**config.mk**
```make
export PLATFORM = sky130hd
export DESIGN_NAME = keyed_table_with_eviction_and_ageing_top
export DESIGN_NICKNAME = d
export VERILOG_FILES = /design/src/ktea_pkg.sv /design/src/ktea_store.sv /design/src/keyed_table_with_eviction_and_ageing_top.sv
export SDC_FILE = /design/constraint.sdc
export NUM_CORES = 2
export LEC_CHECK = 0
export ABC_AREA = 1
export BUFFER_PORTS_ARGS = -buffer_cell sky130_fd_sc_hd__buf_2
export CAP_MARGIN = 5
export CORE_UTILIZATION = 60
export CTS_CLUSTER_DIAMETER = 100
export DETAILED_ROUTE_END_ITERATION = 16
export PLACE_DENSITY = 0.79
export RECOVER_POWER = 25
export SLEW_MARGIN = 30
export SYNTH_ARGS = -nofsm -noshare
export SYNTH_HDL_FRONTEND = slang
export SYNTH_SLANG_ARGS = --single-unit
```
**constraint.sdc**
```tcl
create_clock -name clk_i -period 31.9 [get_ports clk_i]
set_input_delay 4.785 -clock clk_i [delete_from_list [all_inputs] [get_ports clk_i]]
set_output_delay 4.785 -clock clk_i [all_outputs]
set_load 0.02 [all_outputs]
```
**src/ktea_pkg.sv**
```systemverilog
`default_nettype none

package ktea_pkg;

  // fixed field widths of the item and result ports
  localparam int unsigned KEY_W     = 64;
  localparam int unsigned INFO_W    = 64;
  localparam int unsigned TIME_W    = 48;
  localparam int unsigned IDX_W     = 8;
  localparam int unsigned CNT_OUT_W = 5;

  // expiry timeout after reset, in milliseconds
  localparam logic [TIME_W-1:0] TIMEOUT_RST = 48'd10000;

  typedef enum logic [1:0] {
    OP_UPSERT = 2'd0,
    OP_PRUNE  = 2'd1,
    OP_GET    = 2'd2,
    OP_NONE   = 2'd3
  } op_e;

  typedef enum logic [1:0] {
    UPS_UNCHANGED = 2'd0,
    UPS_UPDATED   = 2'd1,
    UPS_ADDED     = 2'd2,
    UPS_REPLACED  = 2'd3
  } upsert_status_e;

  typedef enum logic [1:0] {
    ST_IDLE,
    ST_SCAN,
    ST_GET
  } ctl_state_e;

endpackage

`default_nettype wire

```
**src/ktea_store.sv**
```systemverilog
`default_nettype none

module ktea_store #(
  parameter int unsigned DEPTH = 16,
  parameter int unsigned WIDTH = 176
) (
  input  wire logic                     clk_i,
  input  wire logic                     we_i,
  input  wire logic [$clog2(DEPTH)-1:0] waddr_i,
  input  wire logic [WIDTH-1:0]         wdata_i,
  input  wire logic                     re_i,
  input  wire logic [$clog2(DEPTH)-1:0] raddr_i,
  output logic      [WIDTH-1:0]         rdata_o
);

  logic [WIDTH-1:0] mem_q [DEPTH];

  // single write port
  always_ff @(posedge clk_i) begin
    if (we_i) begin
      mem_q[waddr_i] <= wdata_i;
    end
  end

  // single read port, registered data
  always_ff @(posedge clk_i) begin
    if (re_i) begin
      rdata_o <= mem_q[raddr_i];
    end
  end

endmodule

`default_nettype wire

```
**src/keyed_table_with_eviction_and_ageing_top.sv**
```systemverilog
`default_nettype none

// Keyed table with oldest-entry eviction and ageing.
// Command channel: an item (opcode, key, info, now, index) is taken at a rising
// edge with start high and busy low. busy stays high while the item is in work.
// Result channel: result_valid_o is high for exactly one cycle with all result
// fields; the receiver cannot stall it, so results are never held back.
// Config channel: cfg_valid_i/cfg_ready_o write the expiry timeout; ready is
// always high and writes are meant to happen while the block is idle.
// Item flow, from the accepting edge to the strobe cycle:
//   upsert with empty key, unknown opcode, get out of range: no table access
//   get: one registered table read
//   upsert: scans up to the matching entry on a hit, else all entries, then adds or replaces
//   prune: scans all entries
// The table is one memory with one read and one write port; a scan reads one
// entry per cycle, and prune compaction writes kept entries back in the same pass.
// Reset clears occupancy to zero and the timeout to 10000 ms; table contents
// are not cleared, since no entry at or above occupancy is ever read.
module keyed_table_with_eviction_and_ageing_top
  import ktea_pkg::*;
#(
  parameter int unsigned TABLE_DEPTH = 16,
  parameter int unsigned TIME_BITS   = 48
) (
  input  wire logic                 clk_i,
  input  wire logic                 rst_ni,
  // command channel
  input  wire logic                 start,
  output logic                      busy,
  input  wire logic [1:0]           opcode_i,
  input  wire logic [KEY_W-1:0]     device_key_i,
  input  wire logic [INFO_W-1:0]    device_info_i,
  input  wire logic [TIME_W-1:0]    now_time_i,
  input  wire logic [IDX_W-1:0]     entry_index_i,
  // config channel
  input  wire logic                 cfg_valid_i,
  output logic                      cfg_ready_o,
  input  wire logic [TIME_W-1:0]    cfg_data_i,
  // result channel
  output logic                      result_valid_o,
  output logic [1:0]                upsert_status_o,
  output logic [CNT_OUT_W-1:0]      removed_count_o,
  output logic                      entry_found_o,
  output logic [KEY_W-1:0]          entry_key_o,
  output logic [INFO_W-1:0]         entry_info_o,
  output logic [TIME_W-1:0]         entry_time_o,
  output logic [CNT_OUT_W-1:0]      occupancy_o
);

  localparam int unsigned TW   = (TIME_BITS < TIME_W) ? TIME_BITS : TIME_W;
  localparam int unsigned AW   = $clog2(TABLE_DEPTH);
  localparam int unsigned CW   = $clog2(TABLE_DEPTH + 1);
  localparam int unsigned EW   = KEY_W + INFO_W + TW;
  localparam int unsigned CMPW = IDX_W + 1;

  ctl_state_e state_q, state_d;

  // latched command
  op_e              op_q, op_d;
  logic [KEY_W-1:0] key_q, key_d;
  logic [INFO_W-1:0] info_q, info_d;
  logic [TW-1:0]    now_q, now_d;

  // scan control
  logic [CW-1:0]    ptr_q, ptr_d;
  logic             rdv_q, rdv_d;
  logic [AW-1:0]    ridx_q, ridx_d;
  logic [CW-1:0]    wr_q, wr_d;
  logic [TW-1:0]    min_q, min_d;
  logic [AW-1:0]    victim_q, victim_d;

  // table occupancy and timeout
  logic [CW-1:0]    fill_q, fill_d;
  logic [TIME_W-1:0] timeout_q;

  // result register
  logic              res_valid_q, res_valid_d;
  logic [1:0]        res_status_q, res_status_d;
  logic [CNT_OUT_W-1:0] res_removed_q, res_removed_d;
  logic              res_found_q, res_found_d;
  logic [KEY_W-1:0]  res_key_q, res_key_d;
  logic [INFO_W-1:0] res_info_q, res_info_d;
  logic [TIME_W-1:0] res_time_q, res_time_d;
  logic [CNT_OUT_W-1:0] res_occ_q, res_occ_d;

  // memory ports
  logic          mem_we, mem_re;
  logic [AW-1:0] mem_waddr, mem_raddr;
  logic [EW-1:0] mem_wdata, mem_rdata;

  logic              accept;
  logic              get_in_range;
  logic              issue;
  logic              hit;
  logic              aged;
  logic [KEY_W-1:0]  rd_key;
  logic [INFO_W-1:0] rd_info;
  logic [TW-1:0]     rd_time;
  logic [TW-1:0]     age;

  ktea_store #(
    .DEPTH (TABLE_DEPTH),
    .WIDTH (EW)
  ) u_store (
    .clk_i   (clk_i),
    .we_i    (mem_we),
    .waddr_i (mem_waddr),
    .wdata_i (mem_wdata),
    .re_i    (mem_re),
    .raddr_i (mem_raddr),
    .rdata_o (mem_rdata)
  );

  // shared compare unit on the entry read back from the table
  assign rd_key  = mem_rdata[EW-1 -: KEY_W];
  assign rd_info = mem_rdata[TW +: INFO_W];
  assign rd_time = mem_rdata[TW-1:0];
  assign age     = now_q - rd_time;
  assign aged    = (now_q >= rd_time) && (TIME_W'(age) >= timeout_q);
  assign hit     = rd_key == key_q;

  assign busy         = state_q != ST_IDLE;
  assign accept       = start && !busy;
  assign cfg_ready_o  = 1'b1;
  assign issue        = ptr_q < fill_q;
  assign get_in_range = {1'b0, entry_index_i} < CMPW'(fill_q);

  // next state
  always_comb begin
    state_d = state_q;
    unique case (state_q)
      ST_IDLE: begin
        if (accept) begin
          if ((op_e'(opcode_i) == OP_UPSERT && device_key_i != '0) ||
              op_e'(opcode_i) == OP_PRUNE) begin
            state_d = ST_SCAN;
          end else if (op_e'(opcode_i) == OP_GET && get_in_range) begin
            state_d = ST_GET;
          end
        end
      end
      ST_SCAN: begin
        if ((op_q == OP_UPSERT && rdv_q && hit) || (!issue && !rdv_q)) begin
          state_d = ST_IDLE;
        end
      end
      ST_GET: begin
        state_d = ST_IDLE;
      end
      default: begin
        state_d = ST_IDLE;
      end
    endcase
  end

  // datapath and table control
  always_comb begin
    op_d          = op_q;
    key_d         = key_q;
    info_d        = info_q;
    now_d         = now_q;
    ptr_d         = ptr_q;
    rdv_d         = 1'b0;
    ridx_d        = ridx_q;
    wr_d          = wr_q;
    min_d         = min_q;
    victim_d      = victim_q;
    fill_d        = fill_q;
    res_valid_d   = 1'b0;
    res_status_d  = res_status_q;
    res_removed_d = res_removed_q;
    res_found_d   = res_found_q;
    res_key_d     = res_key_q;
    res_info_d    = res_info_q;
    res_time_d    = res_time_q;
    res_occ_d     = res_occ_q;
    mem_we        = 1'b0;
    mem_waddr     = wr_q[AW-1:0];
    mem_wdata     = {key_q, info_q, now_q};
    mem_re        = 1'b0;
    mem_raddr     = ptr_q[AW-1:0];

    unique case (state_q)
      ST_IDLE: begin
        if (accept) begin
          op_d   = op_e'(opcode_i);
          key_d  = device_key_i;
          info_d = device_info_i;
          now_d  = now_time_i[TW-1:0];
          ptr_d  = '0;
          wr_d   = '0;
          // get reads the entry right away
          mem_re    = op_e'(opcode_i) == OP_GET && get_in_range;
          mem_raddr = entry_index_i[AW-1:0];
          // items that finish without a table access
          if ((op_e'(opcode_i) == OP_UPSERT && device_key_i == '0) ||
              op_e'(opcode_i) == OP_NONE ||
              (op_e'(opcode_i) == OP_GET && !get_in_range)) begin
            res_valid_d   = 1'b1;
            res_status_d  = UPS_UNCHANGED;
            res_removed_d = '0;
            res_found_d   = 1'b0;
            res_key_d     = '0;
            res_info_d    = '0;
            res_time_d    = '0;
            res_occ_d     = CNT_OUT_W'(fill_q);
          end
        end
      end

      ST_SCAN: begin
        // issue one read per cycle, data is checked in the next cycle
        if (issue) begin
          mem_re = 1'b1;
          ptr_d  = CW'(ptr_q + 1'b1);
          rdv_d  = 1'b1;
          ridx_d = ptr_q[AW-1:0];
        end
        res_removed_d = '0;
        res_found_d   = 1'b0;
        res_key_d     = '0;
        res_info_d    = '0;
        res_time_d    = '0;

        if (op_q == OP_UPSERT) begin
          if (rdv_q && hit) begin
            // refresh the matching entry
            mem_we       = 1'b1;
            mem_waddr    = ridx_q;
            rdv_d        = 1'b0;
            res_valid_d  = 1'b1;
            res_status_d = (rd_info != info_q) ? UPS_UPDATED : UPS_UNCHANGED;
            res_occ_d    = CNT_OUT_W'(fill_q);
          end else begin
            // track the oldest entry, lowest index on a tie
            if (rdv_q && (ridx_q == '0 || rd_time < min_q)) begin
              min_d    = rd_time;
              victim_d = ridx_q;
            end
            if (!issue && !rdv_q) begin
              mem_we      = 1'b1;
              res_valid_d = 1'b1;
              if (fill_q < CW'(TABLE_DEPTH)) begin
                mem_waddr    = fill_q[AW-1:0];
                fill_d       = CW'(fill_q + 1'b1);
                res_status_d = UPS_ADDED;
              end else begin
                mem_waddr    = victim_q;
                res_status_d = UPS_REPLACED;
              end
              res_occ_d = CNT_OUT_W'(fill_d);
            end
          end
        end else begin
          // prune: write kept entries back in order
          res_status_d = UPS_UNCHANGED;
          if (rdv_q && !aged) begin
            mem_we    = 1'b1;
            mem_waddr = wr_q[AW-1:0];
            mem_wdata = mem_rdata;
            wr_d      = CW'(wr_q + 1'b1);
          end
          if (!issue && !rdv_q) begin
            fill_d        = wr_q;
            res_valid_d   = 1'b1;
            res_removed_d = CNT_OUT_W'(fill_q - wr_q);
            res_occ_d     = CNT_OUT_W'(wr_q);
          end
        end
      end

      ST_GET: begin
        res_valid_d   = 1'b1;
        res_status_d  = UPS_UNCHANGED;
        res_removed_d = '0;
        res_found_d   = 1'b1;
        res_key_d     = rd_key;
        res_info_d    = rd_info;
        res_time_d    = TIME_W'(rd_time);
        res_occ_d     = CNT_OUT_W'(fill_q);
      end

      default: begin
        res_valid_d = 1'b0;
      end
    endcase
  end

  // control registers
  always_ff @(posedge clk_i or negedge rst_ni) begin
    if (!rst_ni) begin
      state_q     <= ST_IDLE;
      fill_q      <= '0;
      timeout_q   <= TIMEOUT_RST;
      rdv_q       <= 1'b0;
      res_valid_q <= 1'b0;
    end else begin
      state_q     <= state_d;
      fill_q      <= fill_d;
      rdv_q       <= rdv_d;
      res_valid_q <= res_valid_d;
      // config transfer
      if (cfg_valid_i && cfg_ready_o) begin
        timeout_q <= cfg_data_i;
      end
    end
  end

  // payload registers
  always_ff @(posedge clk_i) begin
    op_q          <= op_d;
    key_q         <= key_d;
    info_q        <= info_d;
    now_q         <= now_d;
    ptr_q         <= ptr_d;
    ridx_q        <= ridx_d;
    wr_q          <= wr_d;
    min_q         <= min_d;
    victim_q      <= victim_d;
    res_status_q  <= res_status_d;
    res_removed_q <= res_removed_d;
    res_found_q   <= res_found_d;
    res_key_q     <= res_key_d;
    res_info_q    <= res_info_d;
    res_time_q    <= res_time_d;
    res_occ_q     <= res_occ_d;
  end

  assign result_valid_o  = res_valid_q;
  assign upsert_status_o = res_status_q;
  assign removed_count_o = res_removed_q;
  assign entry_found_o   = res_found_q;
  assign entry_key_o     = res_key_q;
  assign entry_info_o    = res_info_q;
  assign entry_time_o    = res_time_q;
  assign occupancy_o     = res_occ_q;

`ifndef NO_ASSERTIONS
  // occupancy never exceeds the table depth
  a_fill_bound: assert property (@(posedge clk_i) disable iff (!rst_ni)
    fill_q <= CW'(TABLE_DEPTH))
    else $error("occupancy beyond table depth");

  // the table is only written while an item is in work
  a_write_busy: assert property (@(posedge clk_i) disable iff (!rst_ni)
    mem_we |-> busy)
    else $error("table write while idle");

  // reported occupancy matches the stored count
  a_occ_match: assert property (@(posedge clk_i) disable iff (!rst_ni)
    result_valid_o |-> occupancy_o == CNT_OUT_W'(fill_q))
    else $error("occupancy result disagrees with count");

  // a found entry always comes from the get read cycle
  a_found_src: assert property (@(posedge clk_i) disable iff (!rst_ni)
    result_valid_o && entry_found_o |-> $past(state_q == ST_GET))
    else $error("entry found outside of get");
`endif

endmodule

`default_nettype wire
```
==> summary.md <==
| Metric | Value |
|---|---|
| Final hold slack | `0.3918 ns` |
| Drt wl/cell | `about 26 um` |
| Mux cell area share after synthesis | `less than 1%` |
| Leak | `roughly 0.054 uW` |
| CORE AREA | `about 0.23 mm^2` |
| Seq pwr share | `about two fifths` |
| Asr flop ratio synth | `1.637%` |
| Initial antenna violation count | `10` |
| # hold bufs at CTS | `0` |
| Synth cell types | `55` |
| Synth Flop Type | `edfxtp_1` |
| Largest family of logic cells by synthesized area | `compound AO/OA/AOI/OAI gates` |
| Int Pwr | `between 9000 and 10,000 uW` |
| I/O pins | `between 400 and 500` |
| Post-CTS Setup Bufs | `0` |
| EDFF count, synth | `between 3,000 and 4,000` |
| Via Count | `96,170` |
| First-pass GRT wire length | `566.9 mm` |
| Drt drc | `0` |
| Clock share of power | `between 20% and 30%` |
| Worst VDD drop | `0.09603 mV` |
| Syn Inst Count | `between 10,000 and 15,000` |
| Area grow syn2layout | `11.04%` |
| # H-tree levels | `5` |
| Synthesis-stage register bit count | `between 3,000 and 4,000` |
| Synth Area in Compound Gates | `11.91%` |
| Ys Warns | `0` |
| PortBufs | `approximately 430` |
| Final worst slack | `approximately 14 ns` |
| Fin nets | `about 12,000` |
| Worst-Margin Slew | `9.554 ns` |
| Min-Delay Path Class | `reg2reg` |
| GP Congestion | `between 0.9 and 1` |
| Sequential cell area | `approximately 0.10 mm^2` |
| Relative slew slack | `-536.9%` |
| Clk slew on worst S/H paths | `around 0.06 ns` |
| Tcrit/Tclk final | `a little under three fifths` |
| Critical path launch point type | `input port` |
| Sw power | `between 5000 and 6000 uW` |
| Multi-input combinational cell area | `0.03236 mm^2` |
| PwrDens | `around 92 mW/mm^2` |
| Syn nets | `11,590` |
| Crit Path Class | `in2reg` |
| Die X | `487.7 um` |
| Gate power share | `a little under a third` |
| Post-Synth Simple-Gate Area | `8.594%` |
| CTS Buf Count | `354` |
| Syn Area/Cell | `around 13 um^2` |
| Max Transition Viols Final | `1,820` |
| Status | `complete, but fails checks` |
| Final ANT Viol Nets | `0` |
| Top area cells in the synthesized netlist | `edfxtp_1 (73%), o21ai_0 (6.3%), nor2_1 (4.9%)` |
| Critical Path Sink Type | `flop` |
| Chip height | `487.7 um` |
| Violated checks | `max-capacitance violations, max-slew violations` |
| Starting density of the core | `around three fifths` |
| FILL cells | `~16,000` |
| Switching share of power | `36.13%` |
| Crit path time final | `about 18 ns` |
| Layout cell share with drive strength beyond 1 | `between 7 and 8%` |
| Final setup viols | `0` |
| Grt ovf | `0` |
| First-pass iteration count of the detailed router | `7` |
| Clk buf depth | `4` |
| Top-area cell type share of the netlist area | `approximately 73%` |
| Worst Path Required | `roughly 33 ns` |
| Initial DRC Count | `15,030` |
| Clock skew | `between 0.09 and 0.1 ns` |
| Worst EP arrival | `about 19 ns` |
| Vias in the first global route | `just over 90,000` |
| Synth Area in Adders | `roughly 1.5%` |
| # Max-Cap Violations | `44` |
| Setup TNS | `0 ns` |
| Post-Syn Area | `0.1416 mm^2` |
| Clk sinks | `between 3,000 and 4,000` |
| Dominant cell type by area after synthesis | `edfxtp_1` |
| Overall routed net length | `~390 mm` |
| Largest net degree at the start of global routing | `between 200 and 250` |
| CTS resizes | `0` |
| Die area | `around 0.24 mm^2` |
| RSZ-0062 raised after global routing | `no` |
| CTS tree | `done` |
| Crit-path max FO | `between 200 and 250` |
| GRT Total Usage | `between 30% and 40%` |
| XOR/XNOR share of the synthesized area | `less than 1%` |
| Clock latency on the worst-skew pair | `a little under 1 ns` |
| Hold Fails Final Rpt | `0` |
| Max Clk Rate | `0.05558 GHz` |
| Pre-CTS setup slack | `approximately 22 ns` |
| Number of core rows | `177` |
| Root buf cell | `clkbuf_16` |
| Post-synthesis sequential area ratio | `about three quarters` |
| Dpl hpwl | `just over 200 mm` |
| Vias per cell | `roughly 6.5` |
[per-layer routing]
layer	part of all wire, %	vias up	global-route usage (%)
li1	-	41320	-
met1	36	46380	42.82
met2	47	7295	50.30
met3	13	1174	6.629
met4	4.7	6	15.23
met5	0.011	-	0
[through the flow]
stage | utilization (%) | power [uW] | instance area (um^2) | instances
finish | 67.27 | 14440 | 157200 | 14900
global route | 67.27 | 15000 | 157200 | 14890
CTS | 67.42 | 14300 | 157500 | 14890
detailed placement | 62.81 | 10400 | 146800 | 14280
global placement | 62.78 | 10200 | 146700 | 14280
floorplan | - | 9018 | 141600 | 11190
[flip-flops by register name, indices dropped and copies added, names as in the netlist, 64 cells and up]
name / count
entry_key_o: 64
entry_info_o: 64
info_q: 64
u_store.rdata_o: 176
u_store.mem_q: 2816
key_q: 64
[synthesized netlist by cell type, types with 15 or more instances]
cell type and n:
clkbuf_1 446, xor2_1 42, o21ai_1 172, nand2_1 1104, o22ai_1 651, nor4_1 26
buf_2 171, inv_1 595, xnor2_1 76, ha_1 162, nand3_1 82, nand4_1 32
nor3_1 23, a31oi_1 19, dfrtp_1 52, a21oi_1 132, nor2_1 1833, o211ai_1 55
o21ai_0 1780, o21bai_1 19, edfxtp_1 3425, o221ai_1 163, buf_4 15
[final timing paths]
check | start | endpoint | slack [ns] | cells after the start
setup / recovery | start | u_store.rdata_o[117]$_DFFE_PP_ | 13.91 | 11
hold / removal | ridx_q[1]$_DFFE_PP_ | victim_q[1]$_DFFE_PP_ | 0.39 | 0
setup reg to reg | state_q[0]$_DFFE_PN0P_ | u_store.rdata_o[117]$_DFFE_PP_ | 17.15 | 12
hold reg to reg | ridx_q[1]$_DFFE_PP_ | victim_q[1]$_DFFE_PP_ | 0.39 | 0
max in group asynchronous | rst_ni | timeout_q[37]$_DFFE_PN0P_ | 24.86 | 2
min in group asynchronous | rst_ni | rdv_q$_DFF_PN0_ | 5.06 | 2
[power by group through the flow]
stage	Clock, uW	Combinational [uW]	Sequential, uW
2_1_floorplan	0	2880	6140
3_3_place_gp	0	4170	6030
3_5_place_dp	0	4360	6030
4_1_cts	3940	4410	5950
5_1_grt	4110	4890	6000
6_report	3930	4520	5990
[area by class of cell]
class / instances / share of cell area, %
Timing Repair Buffer: 620 / 2.235
Multi-Input combinational cell: 6442 / 20.59
Tap cell: 3132 / 2.493
Clock buffer: 417 / 5.833
Clock inverter: 190 / 1.024
Inverter: 609 / 1.472
Sequential cell: 3482 / 66.35
Antenna cell: 4 / 0.006368
[cells in the final DEF, fill, tap and decap left out, drive strengths merged, types with 19 or more instances in the layout]
cell    netlist  final
edfxtp     3425   3425
o21ai      1956   1956
nor2       1842   1842
nand2      1108   1108
clkbuf      446    708
o22ai       651    651
inv         606    615
buf         212    329
o221ai      163    163
ha          162    162
clkinv        3    144
a21oi       132    132
nand3        83     83
xnor2        76     76
o211ai       55     55
dfrtp        52     52
xor2         42     42
nand4        32     32
nor4         26     26
bufinv        0     23
nor3         23     23
a31oi        19     19
o21bai       19     19
[critical path: stages]
cell	delay [ns]
buf_2	0.09
nand2_1	0.35
nand2_1	0.25
o21ai_4	0.07
clkbuf_1	0.71
clkinvlp_2	3.41
clkbuf_1	6.60
o21ai_0	1.23
o221ai_1	0.65
o211ai_1	0.15
o21ai_1	0.14
[cell families after synthesis]
| kind of cell | Yosys count |
|---|---|
| AO/OA/AOI/OAI | 3022 |
| other | 1 |
| AND/OR/NAND/NOR | 3136 |
| multiplexers | 1 |
| XOR/XNOR | 118 |
| flip-flops | 3482 |
| adder cells (fa/ha/maj) | 164 |
| buffers and inverters | 1267 |
No activity file was read; power rests on OpenSTA's default activity.
